--- config.mk ---
export PLATFORM = sky130hd
export DESIGN_NAME = vfr_stage
export DESIGN_NICKNAME = d
export VERILOG_FILES = /design/src/rtl/vfr_pkg.sv /design/src/rtl/vfr_stage.sv
export SDC_FILE = /design/constraint.sdc
export NUM_CORES = 1
export LEC_CHECK = 0
export ABC_AREA = 1
export BUFFER_PORTS_ARGS = -buffer_cell sky130_fd_sc_hd__buf_2
export CAP_MARGIN = 20
export CORE_MARGIN = 2
export CORE_UTILIZATION = 41
export DETAILED_ROUTE_END_ITERATION = 12
export PLACE_DENSITY = 0.72
export SETUP_SLACK_MARGIN = 0.02
export SLEW_MARGIN = 20
export SYNTH_ARGS = -nofsm -noshare
export SYNTH_HDL_FRONTEND = slang
export SYNTH_SLANG_ARGS = --single-unit
--- constraint.sdc ---
create_clock -name i_clk -period 17.04 [get_ports i_clk]
set_input_delay 1.704 -clock i_clk [delete_from_list [all_inputs] [get_ports i_clk]]
set_output_delay 1.704 -clock i_clk [all_outputs]
set_load 0.01 [all_outputs]
--- src/rtl/vfr_pkg.sv ---
// Shared constants, types and angle table of the vector frame rotation block
package vfr_pkg;

    // field widths
    localparam int COMP_W   = 18;
    localparam int AZ_W     = 16;
    localparam int OUT_W    = 19;

    // datapath widths: planar pair with guard bits, angle in 2^-32 turn
    localparam int GUARD    = 12;
    localparam int XY_W     = 32;
    localparam int Z_W      = 32;

    // CORDIC stage count and angle table
    localparam int STAGES_DEF = 16;
    localparam int ATAN_LEN   = 24;

    // gain compensation: multiply, round half up, drop 30 + GUARD bits
    localparam logic signed [XY_W-1:0] GAIN_Q30 = 32'sd652032874;
    localparam int RND_SHIFT = 30 + GUARD;
    localparam int PROD_W    = 62;

    // atan(2^-i) in units of 2^-32 turn
    localparam logic signed [Z_W-1:0] ATAN_TABLE [ATAN_LEN] = '{
        32'sh20000000, 32'sh12E4051E, 32'sh09FB385B, 32'sh051111D4,
        32'sh028B0D43, 32'sh0145D7E1, 32'sh00A2F61E, 32'sh00517C55,
        32'sh0028BE53, 32'sh00145F2F, 32'sh000A2F98, 32'sh000517CC,
        32'sh00028BE6, 32'sh000145F3, 32'sh0000A2FA, 32'sh0000517D,
        32'sh000028BE, 32'sh0000145F, 32'sh00000A30, 32'sh00000518,
        32'sh0000028C, 32'sh00000146, 32'sh000000A3, 32'sh00000051
    };

    // payload carried through the rotation stages
    typedef struct packed {
        logic signed [XY_W-1:0] x;
        logic signed [XY_W-1:0] y;
        logic signed [Z_W-1:0]  z;
        logic [COMP_W-1:0]      axial;
    } t_rot;

endpackage

--- src/rtl/vfr_stage.sv ---
// One CORDIC rotation stage with its own register and valid bit
module vfr_stage
    import vfr_pkg::*;
#(
    parameter int STAGE_IDX = 0
) (
    input  logic i_clk,
    input  logic i_rst_n,
    input  logic i_valid,
    output logic o_ready,
    input  t_rot i_data,
    output logic o_valid,
    input  logic i_ready,
    output t_rot o_data
);

    logic                   r_valid;
    t_rot                   r_data;
    t_rot                   n_data;
    logic signed [XY_W-1:0] w_dx;
    logic signed [XY_W-1:0] w_dy;
    logic                   w_adv;

    // floor shifts of the cross terms
    assign w_dx = i_data.y >>> STAGE_IDX;
    assign w_dy = i_data.x >>> STAGE_IDX;

    // micro-rotation toward zero residual angle
    always_comb begin
        n_data.axial = i_data.axial;
        if (!i_data.z[Z_W-1]) begin
            n_data.x = i_data.x - w_dx;
            n_data.y = i_data.y + w_dy;
            n_data.z = i_data.z - ATAN_TABLE[STAGE_IDX];
        end else begin
            n_data.x = i_data.x + w_dx;
            n_data.y = i_data.y - w_dy;
            n_data.z = i_data.z + ATAN_TABLE[STAGE_IDX];
        end
    end

    assign w_adv   = !r_valid || i_ready;
    assign o_ready = w_adv;

    // stage register
    always_ff @(posedge i_clk) begin
        if (!i_rst_n) begin
            r_valid <= 1'b0;
        end else if (w_adv) begin
            r_valid <= i_valid;
        end
        if (w_adv && i_valid) begin
            r_data <= n_data;
        end
    end

    assign o_valid = r_valid;
    assign o_data  = r_data;

endmodule

==> metrics.yaml <==
grt_setup_unrepaired: "no"
cts_resized: 0
via_count: 11070
synth_largest_area_cell: "edfxtp_1"
worst_ir_drop_vdd_mv: 0.06607
synthFlopType: "edfxtp_1"
critPathKind: "in2out"
clk_pin_slew_ns: 0.06
clk_path_buf_depth: 2
syn_avg_cell_area_um2: 6.515
fill_cells: 2695
io_pins: 234
cts_buffers: 17
cp.arrival_ns: 2.11
port-buffer-count: 233
fin_total_pwr_mw: 1.023
dp_slack_ns: 13.17
synthArstFlopShare_pct: 0
path_cells: "buf_2 -> inv_1 -> nand2_1 -> buf_2"
setup_viol: 0
layout-drive-gt1-share_pct: 14.95
clockRootBuffer: "clkbuf_16"
grt_max_degree: 60
dieWidth_um: 166.7
fin_cells: 2228
drtAntennaViolNets: 0
path_common_cell: "buf_2"
slew_headroom_pct: 52.53
dp_cells: 2196
hold_viol: 0
grt_busiest_layer: "met2"
clk_latency_ns: 0.42
nNetsFinal: 2096
netlist.area_leader.share_pct: 31.28
ctsHtreeMaxLevel: 4
drv_slew: 0
hpwl_mm: 27.80
syn_inst: 1665
grt.total_usage_pct: 23.99
holdWs_ns: 0.5398
min_period_ns: 3.812
r2r_slack_ns: 15.08
synthTopCellsByCount: "nand2_1 (620), inv_1 (330), nand3_1 (148)"
fin_ws_ns: 13.23
fin_area_um2: 12830
crit_path_top_delay_cell: "buf_2"
crit_path_start_kind: "input port"
netlist_top_cells_area: "edfxtp_1 (31%), nand2_1 (21%), inv_1 (11%)"
synth-seq-cells: 114
ys_seq_area_share_pct: 31.46
core_um2: 25980
cp.required_ns: 15.34
critPathMaxFanout: 2
drtPass1Iterations: 7
gr-usage-met3_pct: 2.353
syn_nets: 1881
crit_path_end_kind: "output pin"
drt_iter0_drc: 984
fp.dieH_um: 166.7
synth_cell_types: 34
clock_sinks: 114
areaGrowthSynthToFinish_pct: 18.27
gr-total-overflow: 0
place_congestion: 0.9406
grt_pass1_vias: 10370
tightest_slew_ns: 0.7121
cts_tree: "built"
met1_usage_pct: 33.54
hp-class: "reg2reg"
vias_per_cell: 4.969
postCtsSetupRepairBufs: 0
rows: 59
grt_pass1_wl_mm: 52.72
power.density_nw_per_um2: 79.71
yosysMostFrequentCell: "nand2_1"
totalWireLength_mm: 33.77
outcome: "finished clean"
syn_area_um2: 10850
drc: 0
ctsHoldBuffers: 0
wire_per_inst_um: 15.16
fin_crit_sh_pct: 22.37
power.leakage_nw: 7.187
start_util_pct: 41.75
crit_path_max_incr_delay_ns: 0.14
placed_area_um2: 12270
antenna_found_initial: 0
synth_warnings: 0
utilization_pct: 49.37
antennaDiodeCount: 0
fmax_mhz: 262.3
dieArea_um2: 27780
synth_edf_count: 113
skew_ns: 0.01236
use_met2_pct: 39.04
maxCapViolCount: 0
finalSetupTns_ns: 0
[cells in the final DEF (no fill, tap or decap), types with 20 or more instances in the layout]
master / count
inv_1: 329
ha_1: 94
nand3_1: 148
buf_2: 233
edfxtp_1: 113
o21ai_0: 33
nand2_1: 620
nor2_1: 101
a21oi_1: 71
nand4_1: 20
xor2_1: 26
[registers in the layout, summed over array words and instances, names as in the netlist]
register	cells
o_data	113
o_valid	1
[layer usage]
metal / routed length, um / share of wire [%]
met5: 0 / 0
met4: 831 / 2.5
met3: 2302 / 6.8
met2: 15060 / 45
met1: 15570 / 46
[logic make-up after synthesis]
kind of cell	after synthesis	synth area share (%)
adder cells (fa/ha/maj)	98	11.58
XOR/XNOR	26	2.099
AND/OR/NAND/NOR	915	34.52
AO/OA/AOI/OAI	136	6.828
buffers and inverters	376	13.51
flip-flops	114	31.46
[layout make-up]
type	count	area (um^2)	share of cell area, %
clock buffer	17	425.4	3.316
clock inverter	15	133.9	1.043
inverter	334	1254	9.772
multi-input combinational	1175	5981	46.62
sequential	114	3413	26.60
tap	335	419.2	3.267
timing repair buffer	238	1204	9.382
[final timing paths]
kind                              start          to  depth (start not counted)
worst max-delay path            i_ready     o_ready                          4
worst min-delay path            o_valid     o_valid                          2
worst max register to register  o_valid  o_data[61]                          3
worst min register to register  o_valid     o_valid                          2
[where the power goes]
part	switching [mW]	internal, mW
Combinational	0.218	0.105
Clock	0.147	0.202
Sequential	0.00725	0.343
Total	0.373	0.650
[worst max-delay path: cells and delay by family]
family,cells,cell delay [ns]
buffers and inverters,3,0.33
and+or+nand+nor,1,0.07
Power figures use the tool's default switching activity.
