### src/rtl/vfr_pkg.sv
// Shared constants, types and angle table of the vector frame rotation block
package vfr_pkg;

    // field widths
    localparam int COMP_W   = 18;
    localparam int AZ_W     = 16;
    localparam int OUT_W    = 19;

    // datapath widths: planar pair with guard bits, angle in 2^-32 turn
    localparam int GUARD    = 12;
    localparam int XY_W     = 32;
    localparam int Z_W      = 32;

    // CORDIC stage count and angle table
    localparam int STAGES_DEF = 16;
    localparam int ATAN_LEN   = 24;

    // gain compensation: multiply, round half up, drop 30 + GUARD bits
    localparam logic signed [XY_W-1:0] GAIN_Q30 = 32'sd652032874;
    localparam int RND_SHIFT = 30 + GUARD;
    localparam int PROD_W    = 62;

    // atan(2^-i) in units of 2^-32 turn
    localparam logic signed [Z_W-1:0] ATAN_TABLE [ATAN_LEN] = '{
        32'sh20000000, 32'sh12E4051E, 32'sh09FB385B, 32'sh051111D4,
        32'sh028B0D43, 32'sh0145D7E1, 32'sh00A2F61E, 32'sh00517C55,
        32'sh0028BE53, 32'sh00145F2F, 32'sh000A2F98, 32'sh000517CC,
        32'sh00028BE6, 32'sh000145F3, 32'sh0000A2FA, 32'sh0000517D,
        32'sh000028BE, 32'sh0000145F, 32'sh00000A30, 32'sh00000518,
        32'sh0000028C, 32'sh00000146, 32'sh000000A3, 32'sh00000051
    };

    // payload carried through the rotation stages
    typedef struct packed {
        logic signed [XY_W-1:0] x;
        logic signed [XY_W-1:0] y;
        logic signed [Z_W-1:0]  z;
        logic [COMP_W-1:0]      axial;
    } t_rot;

endpackage

### src/rtl/vfr_out_if.sv
// Result channel interface: rotated planar pair and axial component
interface vfr_out_if
    import vfr_pkg::*;
();
    logic                     valid;
    logic                     ready;
    logic signed [OUT_W-1:0]  rot_a;
    logic signed [OUT_W-1:0]  rot_b;
    logic signed [COMP_W-1:0] rot_axial;

    modport source (output valid, rot_a, rot_b, rot_axial, input ready);
    modport sink   (input valid, rot_a, rot_b, rot_axial, output ready);
endinterface

### src/rtl/vfr_gain.sv
// Gain compensation: multiply stage, then round, saturate and output register
module vfr_gain
    import vfr_pkg::*;
(
    input  logic     i_clk,
    input  logic     i_rst_n,
    input  logic     i_valid,
    output logic     o_ready,
    input  t_rot     i_data,
    vfr_out_if.source o_res
);

    localparam int SH_W = PROD_W - RND_SHIFT;
    localparam logic signed [PROD_W-1:0] ROUND = PROD_W'(64'sd1 <<< (RND_SHIFT - 1));

    logic                     r_p_valid;
    logic signed [PROD_W-1:0] r_px;
    logic signed [PROD_W-1:0] r_py;
    logic [COMP_W-1:0]        r_p_axial;
    logic                     r_o_valid;
    logic signed [OUT_W-1:0]  r_rot_a;
    logic signed [OUT_W-1:0]  r_rot_b;
    logic [COMP_W-1:0]        r_rot_axial;
    logic signed [63:0]       w_mx;
    logic signed [63:0]       w_my;
    logic signed [PROD_W-1:0] w_sx;
    logic signed [PROD_W-1:0] w_sy;
    logic signed [OUT_W-1:0]  n_rot_a;
    logic signed [OUT_W-1:0]  n_rot_b;
    logic                     w_adv_p;
    logic                     w_adv_o;

    // clamp to the output range
    function automatic logic signed [OUT_W-1:0] sat(input logic signed [SH_W-1:0] v);
        logic signed [OUT_W-1:0] r;
        if (v[SH_W-1] != v[SH_W-2]) begin
            r = v[SH_W-1] ? {1'b1, {(OUT_W-1){1'b0}}} : {1'b0, {(OUT_W-1){1'b1}}};
        end else begin
            r = v[OUT_W-1:0];
        end
        return r;
    endfunction

    // products with the gain constant
    assign w_mx = i_data.x * GAIN_Q30;
    assign w_my = i_data.y * GAIN_Q30;

    // round half up, floor shift
    assign w_sx    = (r_px + ROUND) >>> RND_SHIFT;
    assign w_sy    = (r_py + ROUND) >>> RND_SHIFT;
    assign n_rot_a = sat(w_sx[SH_W-1:0]);
    assign n_rot_b = sat(w_sy[SH_W-1:0]);

    assign w_adv_o = !r_o_valid || o_res.ready;
    assign w_adv_p = !r_p_valid || w_adv_o;
    assign o_ready = w_adv_p;

    // product register
    always_ff @(posedge i_clk) begin
        if (!i_rst_n) begin
            r_p_valid <= 1'b0;
        end else if (w_adv_p) begin
            r_p_valid <= i_valid;
        end
        if (w_adv_p && i_valid) begin
            r_px      <= w_mx[PROD_W-1:0];
            r_py      <= w_my[PROD_W-1:0];
            r_p_axial <= i_data.axial;
        end
    end

    // output register
    always_ff @(posedge i_clk) begin
        if (!i_rst_n) begin
            r_o_valid <= 1'b0;
        end else if (w_adv_o) begin
            r_o_valid <= r_p_valid;
        end
        if (w_adv_o && r_p_valid) begin
            r_rot_a     <= n_rot_a;
            r_rot_b     <= n_rot_b;
            r_rot_axial <= r_p_axial;
        end
    end

    assign o_res.valid     = r_o_valid;
    assign o_res.rot_a     = r_rot_a;
    assign o_res.rot_b     = r_rot_b;
    assign o_res.rot_axial = r_rot_axial;

endmodule

### src/flat_wrapper.sv
// flat-port wrapper written by rule: the top's interface ports become plain ports
module vfr_gain_flat import vfr_pkg::*;
  (i_clk, i_rst_n, i_valid, o_ready, i_data, o_res_valid, o_res_rot_a, o_res_rot_b, o_res_rot_axial, o_res_ready);
  vfr_out_if o_res_i ();
  input  logic i_clk;
  input  logic i_rst_n;
  input  logic i_valid;
  output logic o_ready;
  input  t_rot i_data;
  output wire logic [$bits(o_res_i.valid)-1:0] o_res_valid;
  output wire logic [$bits(o_res_i.rot_a)-1:0] o_res_rot_a;
  output wire logic [$bits(o_res_i.rot_b)-1:0] o_res_rot_b;
  output wire logic [$bits(o_res_i.rot_axial)-1:0] o_res_rot_axial;
  input wire logic [$bits(o_res_i.ready)-1:0] o_res_ready;
  assign o_res_valid = o_res_i.valid;
  assign o_res_rot_a = o_res_i.rot_a;
  assign o_res_rot_b = o_res_i.rot_b;
  assign o_res_rot_axial = o_res_i.rot_axial;
  assign o_res_i.ready = o_res_ready;
  vfr_gain u_core (.i_clk(i_clk), .i_rst_n(i_rst_n), .i_valid(i_valid), .o_ready(o_ready), .i_data(i_data), .o_res(o_res_i));
endmodule
### config.mk
export PLATFORM = sky130hd
export DESIGN_NAME = vfr_gain_flat
export DESIGN_NICKNAME = d
export VERILOG_FILES = /design/src/rtl/vfr_pkg.sv /design/src/rtl/vfr_out_if.sv /design/src/rtl/vfr_gain.sv /design/src/flat_wrapper.sv
export SDC_FILE = /design/constraint.sdc
export NUM_CORES = 2
export LEC_CHECK = 0
export ABC_AREA = 1
export BUFFER_PORTS_ARGS = -buffer_cell sky130_fd_sc_hd__buf_2
export CORE_MARGIN = 2
export CORE_UTILIZATION = 53
export CTS_BUF_LIST = sky130_fd_sc_hd__clkbuf_4 sky130_fd_sc_hd__clkbuf_8 sky130_fd_sc_hd__clkbuf_16
export CTS_CLUSTER_SIZE = 25
export DETAILED_ROUTE_END_ITERATION = 12
export PLACE_DENSITY = 0.81
export SLEW_MARGIN = 5
export SYNTH_ARGS = -nofsm -noshare
export SYNTH_HDL_FRONTEND = slang
export SYNTH_SLANG_ARGS = --single-unit
### constraint.sdc
create_clock -name i_clk -period 9.1 [get_ports i_clk]
set_clock_uncertainty 0.05 [all_clocks]
set_input_delay 1.365 -clock i_clk [delete_from_list [all_inputs] [get_ports i_clk]]
set_output_delay 1.365 -clock i_clk [all_outputs]
set_load 0.02 [all_outputs]
==> impl_results.md <==
- Run status: finished, final reports clean
- RSZ-0062 raised after global routing: false
- Relative slew slack: 29.0%
- Minimum clock period: 7.88 ns
- Hold path startpoint: u_core.r_p_axial[11]
- FF-to-FF End: u_core.o_res.rot_a[16]
- Sequential share of the synthesized area: 7.70%
- Die area: 88700 µm²
- Core ar.: 85300 µm²
- CP max FO: 28
- Aggregate global-route resource usage: 31.0%
- Final slew viol count: 0
- Syn_area_per_cell: 8.40 µm²
- First-pass GRT wire length: 210 mm
- Clock Latency Late Sink: 0.42 ns
- H-Tree Depth: 4
- CTS max path bufs: 2
- CP Capture Type: register
- Min-Delay Endpoint: u_core.o_res.rot_axial[11]
- Setup TNS Final: 0 ns
- Worst Hold Class: reg -> reg
- Initial antenna violation count: 8
- Commonest cells after routing, fill and taps aside: 1819 x inv_1, 950 x nand2_1, 850 x fa_1
- R2R setup slack: 6.91 ns
- Worst-Margin Slew: 1.06 ns
- First-pass DRT Iterations: 5
- IO Pins: 176
- Total of max-cap violations: 0
- Hold path cells: 0
- Fmax: 0.127 GHz
- Reg2Reg Launch Point: u_core.r_px[42]
- Die H: 298 µm
- CP Cell Sequence: buf_2 > buf_4 > ha_1 > ha_1 > fa_1 > fa_1 > inv_1 > fa_1 > fa_1 > inv_1 > fa_1 > inv_1 > fa_1 > inv_1 > ha_1 > a21oi_1 > o21ai_0 > a21oi_1 > nand2_1 > a21oi_1 > nand2_1 > nand2_1 > nand2_1
- Placement Rows: 107
- Die width: 298 µm
- Setup CP Type: in -> reg
- Final Hold Violating Endpoints: 0
- Area leader, netlist: fa_1
- Post-synth top flop: edfxtp_1
- Number of gates resized after CTS: 0
- Critical Path Source Type: input port
- HPWL Detailed: 120 mm
- Antenna-violating nets left: 0
- Worst path arrival time: 7.97 ns
- Via Count: 35.1k
- Post-synth EDFFs: 116
- Clk pin slew, worst setup/hold paths: 0.06 ns
- GPL Wtd Cong: 1.04
- Period utilization: 86.6%
- Post-CTS Setup Repair Bufs: 0
- Critical path required time: 9.18 ns
- Cells after Synth: 5443
- R2R depth: 8
- PortBufs: 143
- Share of the synthesized area in the top cell type: 37.2%
- Area grow syn2layout: 5.81%
- Share of cells above drive strength 1: 3.61%
- Worst path most repeated cell: fa_1
- CTS tree: done
- Largest stage delay on the critical path: 0.55 ns
- Synth Warn #: 0
- CTS sink count: 118
- Synth async-reset ratio: 0%
- Starting Density: 53.6%
- Register bit count reported by yosys: 118
- Netlist area before placement: 45700 µm²
- CP max stage cell: fa_1
- Hold buffers post-CTS: 0
- Avg Vias per Cell: 5.20
- Total Wirelength: 132 mm
- Netlist cell types: 38
- Clock root buffer: clkbuf_16
- Synthesized net count: 7128
- 1st-iter DRT viols: 3118
- Final net count: 7273
- DRC violations left: 0
- GR Overflow Total: 0
- CTS Buf Count: 17
- Setup Viol. Count Final: 0
- DR WL/cell: 19.6 µm
- Synth top area cells: fa_1 37%, ha_1 20%, inv_1 15%, nand2_1 7.8%, edfxtp_1 7.6%
- Commonest non-fill, non-tap cell in the layout: inv_1
- Largest net degree at the start of global routing: 50
- Vias in the first global route: 36.8k
==> how the worst max path moves through the flow <==
stage                            from              end  slack [ns]  cells past startpoint
after global routing       i_data[59]  u_core.r_py[53]        1.01                     24
after floorplan            i_data[81]  u_core.r_py[51]        1.88                     18
final                     i_data[113]  u_core.r_px[59]        1.22                     23
after detailed placement  i_data[113]  u_core.r_px[59]        0.91                     23
after CTS                 i_data[113]  u_core.r_px[59]        1.34                     23
after global placement    i_data[113]  u_core.r_px[59]        0.96                     23
==> cells in the mapped netlist (all sizes together), types with 7 or more instances <==
cell type and n:
xnor2 44, o21ai 65, nand2 954, or2 9, inv 1822, nand3 114
nor3 41, a22o 7, o21bai 53, edfxtp 116, a21oi 188, ha 717
nor2 196, clkbuf 18, fa 850, a21o 17, xor2 172, nand4 21
==> through the flow <==
| step | worst slack (ns) | hold slack (ns) | area [µm²] | std cells | utilization [%] |
|---|---|---|---|---|---|
| 5_1_grt | 1.01 | 0.369 | 48400 | 6745 | 56.7 |
| 2_1_floorplan | 1.88 | 0.350 | 45700 | 5443 | - |
| 3_5_place_dp | 0.906 | 0.355 | 47800 | 6713 | 56.1 |
| 6_report | 1.22 | 0.369 | 48400 | 6747 | 56.8 |
| 4_1_cts | 1.34 | 0.367 | 48400 | 6745 | 56.7 |
| 3_3_place_gp | 0.956 | 0.350 | 47800 | 6713 | 56.1 |
==> cell families after synthesis <==
family / Yosys count / synth area share [%]
compound gates: 342 / 4.23
buf+inv: 1847 / 15.2
simple gates: 1353 / 11.9
flops: 118 / 7.70
xor+xnor: 216 / 4.14
fa+ha+maj: 1567 / 56.8
==> sequential cells by signal (all words and copies together), names as in the netlist <==
name / cells
u_core.o_res.valid: 1
u_core.r_py: 21
u_core.o_res.rot_b: 19
u_core.r_p_valid: 1
u_core.o_res.rot_a: 19
u_core.r_px: 21
u_core.o_res.rot_axial: 18
u_core.r_p_axial: 18
==> layer usage <==
layer | part of all wire [%] | GRT usage, % | up-vias
met3 | 9.7 | 5.74 | 189
met1 | 43 | 44.8 | 17100
met5 | 0.051 | 0 | -
met4 | 2.9 | 7.85 | 12
met2 | 44 | 48.1 | 1466
li1 | - | - | 16300
==> final cells by class <==
type,instances,area (µm²)
multi-input cells,3478,35300
clock buffers,18,433
inverters,1823,6840
fillers,7657,36900
diodes,2,5.00
well taps,1144,1430
flip-flops and latches,118,3520
clock inverters,14,124
repair buffers,150,768
==> worst max-delay path, delay by kind of cell <==
family                   cells  cell delay [ns]
AO/OA/AOI/OAI                4             1.03
adder cells (fa/ha/maj)      9             4.13
buffers and inverters        6             1.07
AND/OR/NAND/NOR              4             0.33
Power is left out: the tool's default activity adds up to more than one toggle a clock period on the data nets, which glitch-free logic cannot reach.
