$ cat src/rtl/vfr_pkg.sv
// Shared constants, types and angle table of the vector frame rotation block
package vfr_pkg;

    // field widths
    localparam int COMP_W   = 18;
    localparam int AZ_W     = 16;
    localparam int OUT_W    = 19;

    // datapath widths: planar pair with guard bits, angle in 2^-32 turn
    localparam int GUARD    = 12;
    localparam int XY_W     = 32;
    localparam int Z_W      = 32;

    // CORDIC stage count and angle table
    localparam int STAGES_DEF = 16;
    localparam int ATAN_LEN   = 24;

    // gain compensation: multiply, round half up, drop 30 + GUARD bits
    localparam logic signed [XY_W-1:0] GAIN_Q30 = 32'sd652032874;
    localparam int RND_SHIFT = 30 + GUARD;
    localparam int PROD_W    = 62;

    // atan(2^-i) in units of 2^-32 turn
    localparam logic signed [Z_W-1:0] ATAN_TABLE [ATAN_LEN] = '{
        32'sh20000000, 32'sh12E4051E, 32'sh09FB385B, 32'sh051111D4,
        32'sh028B0D43, 32'sh0145D7E1, 32'sh00A2F61E, 32'sh00517C55,
        32'sh0028BE53, 32'sh00145F2F, 32'sh000A2F98, 32'sh000517CC,
        32'sh00028BE6, 32'sh000145F3, 32'sh0000A2FA, 32'sh0000517D,
        32'sh000028BE, 32'sh0000145F, 32'sh00000A30, 32'sh00000518,
        32'sh0000028C, 32'sh00000146, 32'sh000000A3, 32'sh00000051
    };

    // payload carried through the rotation stages
    typedef struct packed {
        logic signed [XY_W-1:0] x;
        logic signed [XY_W-1:0] y;
        logic signed [Z_W-1:0]  z;
        logic [COMP_W-1:0]      axial;
    } t_rot;

endpackage

$ cat src/rtl/vfr_in_if.sv
// Request channel interface: planar pair, axial component, azimuth, direction
interface vfr_in_if
    import vfr_pkg::*;
();
    logic                     valid;
    logic                     ready;
    logic signed [COMP_W-1:0] comp_a;
    logic signed [COMP_W-1:0] comp_b;
    logic signed [COMP_W-1:0] comp_axial;
    logic signed [AZ_W-1:0]   azimuth;
    logic                     to_cartesian;

    modport source (output valid, comp_a, comp_b, comp_axial, azimuth, to_cartesian,
                    input ready);
    modport sink   (input valid, comp_a, comp_b, comp_axial, azimuth, to_cartesian,
                    output ready);
endinterface

$ cat src/rtl/vfr_prep.sv
// Input stage: angle select, quarter-turn pre-rotation, residual angle setup
module vfr_prep
    import vfr_pkg::*;
(
    input  logic  i_clk,
    input  logic  i_rst_n,
    vfr_in_if.sink i_req,
    output logic  o_valid,
    input  logic  i_ready,
    output t_rot  o_data
);

    logic                   r_valid;
    t_rot                   r_data;
    t_rot                   n_data;
    logic [AZ_W-1:0]        w_t;
    logic [AZ_W-1:0]        w_u;
    logic signed [COMP_W:0] w_a;
    logic signed [COMP_W:0] w_b;
    logic signed [COMP_W:0] w_x;
    logic signed [COMP_W:0] w_y;
    logic                   w_adv;

    // rotation angle wraps modulo one turn; half turn negates to itself
    assign w_t = i_req.to_cartesian ? i_req.azimuth : AZ_W'(-i_req.azimuth);
    assign w_u = w_t + AZ_W'(8192);
    assign w_a = {i_req.comp_a[COMP_W-1], i_req.comp_a};
    assign w_b = {i_req.comp_b[COMP_W-1], i_req.comp_b};

    // exact rotation by the quarter-turn count
    always_comb begin
        case (w_u[15:14])
            2'd1: begin
                w_x = -w_b;
                w_y = w_a;
            end
            2'd2: begin
                w_x = -w_a;
                w_y = -w_b;
            end
            2'd3: begin
                w_x = w_b;
                w_y = -w_a;
            end
            default: begin
                w_x = w_a;
                w_y = w_b;
            end
        endcase
    end

    // residual in [-8192, 8191] scaled to 2^-32 turn
    always_comb begin
        n_data.x     = {{(XY_W-COMP_W-1-GUARD){w_x[COMP_W]}}, w_x, {GUARD{1'b0}}};
        n_data.y     = {{(XY_W-COMP_W-1-GUARD){w_y[COMP_W]}}, w_y, {GUARD{1'b0}}};
        n_data.z     = {{(Z_W-30){~w_u[13]}}, ~w_u[13], w_u[12:0], 16'b0};
        n_data.axial = i_req.comp_axial;
    end

    assign w_adv       = !r_valid || i_ready;
    assign i_req.ready = w_adv;

    // stage register
    always_ff @(posedge i_clk) begin
        if (!i_rst_n) begin
            r_valid <= 1'b0;
        end else if (w_adv) begin
            r_valid <= i_req.valid;
        end
        if (w_adv && i_req.valid) begin
            r_data <= n_data;
        end
    end

    assign o_valid = r_valid;
    assign o_data  = r_data;

endmodule

$ cat src/flat_wrapper.sv
// flat-port wrapper written by rule: the top's interface ports become plain ports
module vfr_prep_flat import vfr_pkg::*;
  (i_clk, i_rst_n, o_valid, i_ready, o_data, i_req_valid, i_req_comp_a, i_req_comp_b, i_req_comp_axial, i_req_azimuth, i_req_to_cartesian, i_req_ready);
  vfr_in_if i_req_i ();
  input  logic i_clk;
  input  logic i_rst_n;
  output logic o_valid;
  input  logic i_ready;
  output t_rot o_data;
  input wire logic [$bits(i_req_i.valid)-1:0] i_req_valid;
  input wire logic [$bits(i_req_i.comp_a)-1:0] i_req_comp_a;
  input wire logic [$bits(i_req_i.comp_b)-1:0] i_req_comp_b;
  input wire logic [$bits(i_req_i.comp_axial)-1:0] i_req_comp_axial;
  input wire logic [$bits(i_req_i.azimuth)-1:0] i_req_azimuth;
  input wire logic [$bits(i_req_i.to_cartesian)-1:0] i_req_to_cartesian;
  output wire logic [$bits(i_req_i.ready)-1:0] i_req_ready;
  assign i_req_i.valid = i_req_valid;
  assign i_req_i.comp_a = i_req_comp_a;
  assign i_req_i.comp_b = i_req_comp_b;
  assign i_req_i.comp_axial = i_req_comp_axial;
  assign i_req_i.azimuth = i_req_azimuth;
  assign i_req_i.to_cartesian = i_req_to_cartesian;
  assign i_req_ready = i_req_i.ready;
  vfr_prep u_core (.i_clk(i_clk), .i_rst_n(i_rst_n), .i_req(i_req_i), .o_valid(o_valid), .i_ready(i_ready), .o_data(o_data));
endmodule
$ cat config.mk
export PLATFORM = sky130hd
export DESIGN_NAME = vfr_prep_flat
export DESIGN_NICKNAME = d
export VERILOG_FILES = /design/src/rtl/vfr_pkg.sv /design/src/rtl/vfr_in_if.sv /design/src/rtl/vfr_prep.sv /design/src/flat_wrapper.sv
export SDC_FILE = /design/constraint.sdc
export NUM_CORES = 1
export LEC_CHECK = 0
export BUFFER_PORTS_ARGS = -buffer_cell sky130_fd_sc_hd__buf_2
export CORE_MARGIN = 8
export CORE_UTILIZATION = 45
export DETAILED_ROUTE_END_ITERATION = 6
export PLACE_DENSITY = 0.75
export SYNTH_ARGS = -nofsm -noshare
export SYNTH_HDL_FRONTEND = slang
export SYNTH_SLANG_ARGS = --single-unit
$ cat constraint.sdc
create_clock -name i_clk -period 4.6 [get_ports i_clk]
set_input_delay 0.23 -clock i_clk [delete_from_list [all_inputs] [get_ports i_clk]]
set_output_delay 0.23 -clock i_clk [all_outputs]
set_load 0.05 [all_outputs]
==> results.toml, run 1 <==
[yosys]
synth_cell_types = 59
yosys.area.top_type = "edfxtp_1"
seq_area_frac_synth_pct = 44.5
yosys_register_bits = 71
synth_cells = 461
synth-main-ff-cell = "edfxtp_1"
synth_edf_count = 70
synth_most_common_cell = "edfxtp_1"
ys.warnings.count = 0
synth_area_leaders = "edfxtp_1, buf_4, mux2i_1, xor2_1, xnor2_1"
syn_area_sq_um = 4770
yosys-top-cells-count = "edfxtp_1, buf_4, nor2_1"
synth-async-reset-ratio_pct = 0
syn_area_per_cell_sq_um = 10.4
yosysTopAreaCellShare_pct = 44.0

[critical_path]
r2r_setup_slack_ns = 2.61
worst-path-max-fanout = 24
path_class = "in2reg"
regToRegEndpoint = "u_core.o_data[70]$_DFFE_PP_"
crit_start = "i_req_azimuth[0]"
r2r_start = "u_core.o_valid$_SDFFE_PN0N_"
crit_required_ns = 4.69
cp_data_arrival_time_ns = 3.80
endpoint = "u_core.o_data[63]$_DFFE_PP_"
cp-start-kind = "input port"
cp-end-kind = "flip-flop"
r2r_cells = 3

[sta]
period_minus_slack_ns = 3.71
rsz0062_at_grt = "no"
finalHoldViolCount = 0
fmax_mhz = 269
tns_ns = 0
finalCritPeriodShare_pct = 80.7
tightest_slew_ns = 0.867
worst_slack_ns = 0.886
setup_viol = 0
fin_skew_ns = 0.0118
relSlewSlack_pct = 41.4
slew_viol_final = 0

[clocking]
cts_root_buffer = "clkbuf_8"
post_cts_resized = 0
cts_buffer_depth = 2
htree_levels = 3
path_clk_slew_ns = 0.09
cts_tree = "done"
insertion_delay_ns = 0.36
cts_made_buffers = 9
cts_sinks = 71
cts_hold_buffers = 0
postCtsSetupRepairBufs = 0

[die]
core_sq_um = 10300
dieArea_sq_um = 14200
ioPinCount = 191
initial_core_util_pct = 46.2
die_w_microns = 119
die_h_microns = 119
num_rows = 37

[route]
drc = 0
wl_per_cell_microns = 16.4
drt_iter0_markers = 252
drtPass1Iterations = 5
viasPerCell = 5.21
wl_microns = 12100
via_count = 3845
ant_nets = 0

[pwr]
swShare_pct = 41.8
p_int_mw = 1.36
leakagePower_nw = 2.41
power_frac_clock_pct = 22.0
vdd_ir_drop_max_uv = 171
p_seq_share_pct = 36.5
p_switching_mw = 0.974
comb_power_share_pct = 41.4
cellPowerDensity_nw_per_um2 = 415

[grt]
grt_max_degree = 41
grt.total_usage_pct = 16.4
grt_pass1_wl_microns = 19000
antenna_found_initial = 0
grt_pass1_vias = 3909
grt.overflow.total = 0

[place]
dp_hpwl_microns = 9340
gp_congestion = 0.878
io_buffers = 150
place_ws_ns = 0.530

[job]
cap_violations = 0

[final_layout]
diodes = 0
drive_above_1_share_pct = 31.1
nets = 676
area_growth_pct = 17.7

[status]
outcome = "finished clean"

[worst_hold_path]
min_path_type = "in2reg"
-- routing by layer --
metal  track usage [%]  part of all wire [%]  vias up  wire length, microns
li1                  -                     -     1864                     -
met1              19.7                    43     1776                  5210
met2              27.3                    48      189                  5780
met3              4.30                   7.2       16                   875
met4              6.96                   2.1        0                   257
met5                 0                     0        -                     0
-- sequential cells by signal, indices dropped and copies added, names as in the netlist --
name and flops:
u_core.o_data 70, u_core.o_valid 1
-- power groups by stage --
stage | logic (mW) | registers (mW) | clock network, mW
2_1_floorplan | 0.505 | 1.16 | 0
3_3_place_gp | 0.944 | 0.865 | 0
3_5_place_dp | 0.964 | 0.868 | 0
6_report | 0.967 | 0.852 | 0.514
4_1_cts | 0.968 | 0.853 | 0.525
5_1_grt | 1.03 | 0.860 | 0.543
-- per-stage QoR --
stage / cells / power (mW) / cell area, sq um / hold WS [ns] / utilization [%]
after global routing: 738 / 2.44 / 5620 / 0.0212 / 54.4
after floorplan: 500 / 1.67 / 4920 / 0.329 / -
after detailed placement: 722 / 1.83 / 5410 / 0.409 / 52.4
after CTS: 738 / 2.35 / 5620 / 0.0256 / 54.4
final: 738 / 2.33 / 5620 / 0.0404 / 54.4
after global placement: 722 / 1.81 / 5410 / 0.406 / 52.4
-- area by class of cell --
class / count / area (sq um)
timing repair buffer: 154 / 781
clock buffer: 9 / 124
tap: 136 / 170
sequential: 71 / 2120
inverter: 15 / 56.3
clock inverter: 7 / 78.8
multi-input combinational: 346 / 2280
fill: 900 / 4710
-- how the worst min path moves through the flow --
stage / from / end / slack (ns) / cells after the start
finish: i_req_comp_axial[0] / u_core.o_data[0]$_DFFE_PP_ / 0.04 / 1
global route: i_req_comp_axial[17] / u_core.o_data[17]$_DFFE_PP_ / 0.02 / 1
CTS: i_req_comp_axial[4] / u_core.o_data[4]$_DFFE_PP_ / 0.03 / 1
detailed placement: i_req_comp_axial[8] / u_core.o_data[8]$_DFFE_PP_ / 0.41 / 1
global placement: i_req_comp_axial[13] / u_core.o_data[13]$_DFFE_PP_ / 0.41 / 1
floorplan: i_req_comp_axial[0] / u_core.o_data[0]$_DFFE_PP_ / 0.33 / 0
-- cells by family after synthesis --
logic type	after synthesis	share of synthesized area, %
mux	35	8.02
other cells	1	0.0786
compound gates	72	9.67
buf+inv	83	10.8
fa+ha+maj	4	1.05
flops	71	44.5
xor+xnor	56	11.1
simple gates	139	14.8
-- worst max-delay path: stages --
cell and delay [ns]:
buf_2 0.12, inv_1 0.06, ha_1 0.16, nand2b_1 0.07
or4_1 0.45, nor4b_1 0.51, a31oi_1 0.20, xor2_1 0.18
ha_2 0.25, xor2_2 0.62, xnor2_4 0.36, mux4_2 0.58
-- cells in the final DEF, fill, tap and decap left out, drive strengths merged, types with 3 or more instances in the layout --
cell type / netlist / routed
inv: 15 / 18
or3: 6 / 6
conb: 1 / 40
nor2: 38 / 38
edfxtp: 70 / 70
nor4: 9 / 9
nand2b: 3 / 3
xnor2: 23 / 23
a21oi: 22 / 22
buf: 53 / 154
o21ai: 17 / 17
nand2: 34 / 34
or4: 4 / 4
ha: 4 / 4
clkbuf: 15 / 9
mux2: 3 / 3
nand3: 9 / 9
nor3: 19 / 19
nand4: 4 / 4
clkinvlp: 0 / 3
o31ai: 7 / 7
xor2: 33 / 33
mux2i: 30 / 30
a31oi: 6 / 6
and3: 4 / 4
Note: power is estimated with default switching activity, not from simulation.
==> inputs of run 2 (changes only) <==
==> constraint.sdc (replaced) <==
create_clock -name i_clk -period 3.55 [get_ports i_clk]
set_input_delay 0.1775 -clock i_clk [delete_from_list [all_inputs] [get_ports i_clk]]
set_output_delay 0.1775 -clock i_clk [all_outputs]
set_load 0.05 [all_outputs]
==> run 2 against run 1 <==
Routed wire length increased by 0.54%. Clock power is 29% higher. Register-to-register slack got worse by 0.68 ns. Flip-flop and latch count unchanged. Non-clock buffer count up 25. Global-route usage grew 0.49 points. Sequential share of layout area down 1.7 points. First-iteration DRC count down 0.79%. Critical endpoint is now u_core.o_data[64]$_DFFE_PP_. Sequential power grew 29%. Via count increased by 1.0%. Largest cell class unchanged.
==> results.toml, run 2 (synthesis gave the netlist of run 1 again) <==
[place]
io_buffers = 150
dp_hpwl_microns = 9280
placed_area_sq_um = 5490
gp_congestion = 0.852

[critical_path]
cp-start-kind = "input port"
cp_cell_sequence = "buf_2, inv_1, ha_1, nand2b_1, or4_1, nor4b_1, buf_4, a31oi_1, xor2_1, ha_2, xor2_2, buf_4, buf_4, o311ai_0, o21ai_0, and3_1"
crit_required_ns = 3.67
path_class = "in2reg"
r2r_cells = 3
r2r_start = "u_core.o_valid$_SDFFE_PN0N_"
r2r_setup_slack_ns = 1.93
critPathSlowestCell = "o311ai_0"
crit_top_cell = "buf_4"
worst-path-max-fanout = 11
cp-end-kind = "flip-flop"
critPathMaxStageDelay_ns = 0.51
regToRegEndpoint = "u_core.o_data[70]$_DFFE_PP_"
cp_data_arrival_time_ns = 3.34

[clocking]
cts_made_buffers = 9
postCtsSetupRepairBufs = 0
path_clk_slew_ns = 0.08
cts_tree = "done"
cts_sinks = 71
cts_buffer_depth = 2
htree_levels = 3
cts_root_buffer = "clkbuf_8"
insertion_delay_ns = 0.35

[final_layout]
layout_common_cells = "buf_2, edfxtp_1, conb_1"
drive_above_1_share_pct = 30.9
diodes = 0
finalInstanceArea_sq_um = 5870
final_common_cell = "buf_2"
largest_reg_flops = 70
nets = 701
area_growth_pct = 23.1

[worst_hold_path]
hold_path.startpoint = "i_req_azimuth[0]"
min_path_type = "in2reg"
worstHoldPathCells = 1
min_to = "u_core.o_data[34]$_DFFE_PP_"

[grt]
antenna_found_initial = 0
grt_pass1_wl_microns = 19500
grt.total_usage_pct = 16.9
grt_pass1_vias = 3960
grt.overflow.total = 0
grt_max_degree = 71

[job]
cap_violations = 0

[sta]
slew_viol_final = 0
finalCritPeriodShare_pct = 90.8
relSlewSlack_pct = 43.2
fin_skew_ns = 0.00887
finalHoldViolCount = 0
fmax_mhz = 310
rsz0062_at_grt = "no"
holdWs_ns = 0.0494
period_minus_slack_ns = 3.22
tightest_slew_ns = 0.852
setup_viol = 0

[die]
die_w_microns = 119
initial_core_util_pct = 46.2
dieArea_sq_um = 14200
core_sq_um = 10300
die_h_microns = 119
num_rows = 37
ioPinCount = 191

[status]
outcome = "finished clean"

[pwr]
cellPowerDensity_nw_per_um2 = 519
p_total_mw = 3.05
leakagePower_nw = 2.53
vdd_ir_drop_max_uv = 246

[route]
ant_nets = 0
drc = 0
drt_iter0_markers = 250
viasPerCell = 5.09
wl_per_cell_microns = 16.0
via_count = 3885
wl_microns = 12200
drtPass1Iterations = 5
-- run 2: cell count changes in the layout (fill, tap and decap cells not counted) --
cell and change:
buf_12 +2, dlygate4sd3_1 +18, buf_4 +5
-- run 2: how the worst max path moves through the flow --
stage | from | endpoint | slack, ns | cells after the start
6_report | i_req_azimuth[0] | u_core.o_data[64]$_DFFE_PP_ | 0.33 | 16
5_1_grt | i_req_azimuth[0] | u_core.o_data[64]$_DFFE_PP_ | 0.07 | 16
4_1_cts | i_req_azimuth[0] | u_core.o_data[64]$_DFFE_PP_ | 0.34 | 16
3_5_place_dp | i_req_azimuth[0] | u_core.o_data[64]$_DFFE_PP_ | -0.06 | 16
3_3_place_gp | i_req_azimuth[0] | u_core.o_data[80]$_DFFE_PP_ | 0.1 | 17
2_1_floorplan | i_req_azimuth[0] | u_core.o_data[64]$_DFFE_PP_ | 0.24 | 13
-- run 2: area by class of cell --
type | count | area [sq um]
flip-flops and latches | 71 | 2120
clock buffers | 9 | 124
multi-input cells | 346 | 2280
clock inverters | 7 | 78.8
inverters | 15 | 56.3
fillers | 916 | 4450
repair buffers | 179 | 1040
well taps | 136 | 170
-- run 2: power breakdown --
group,internal [mW],switching (mW)
clock,0.331,0.331
combinational,0.382,0.902
sequential,1.08,0.0256
-- run 2: repair_timing --
| item | CTS | global route |
|---|---|---|
| hold buffers | 18 | 0 |
| hold endpoints to repair | 18 | 0 |
| gates resized for setup | 0 | 0 |
-- run 2: metal layers --
metal / GRT usage (%) / share of wire [%] / up-vias
met5: 0 / 0 / -
met4: 6.25 / 1.8 / 0
met3: 4.39 / 6.9 / 14
met2: 28.7 / 49 / 168
met1: 20.2 / 42 / 1803
li1: - / - / 1900
-- run 2: worst max-delay path, delay by kind of cell --
kind	cells	cell delay [ns]
xor gates and xnor gates	2	0.30
and+or+nand+nor	4	1.04
buffers and inverters	5	0.68
AOI/OAI and AO/OA	3	0.76
adders and majority gates	2	0.37
-- run 2: through the flow --
| step | setup TNS (ns) | setup WS [ns] | utilization, % | std cells |
|---|---|---|---|---|
| global route | 0 | 0.0683 | 56.9 | 763 |
| detailed placement | -0.102 | -0.0603 | 53.2 | 729 |
| finish | 0 | 0.326 | 56.9 | 763 |
| CTS | 0 | 0.340 | 56.9 | 763 |
| global placement | 0 | 0.0974 | 53.2 | 729 |
| floorplan | 0 | 0.238 | - | 500 |
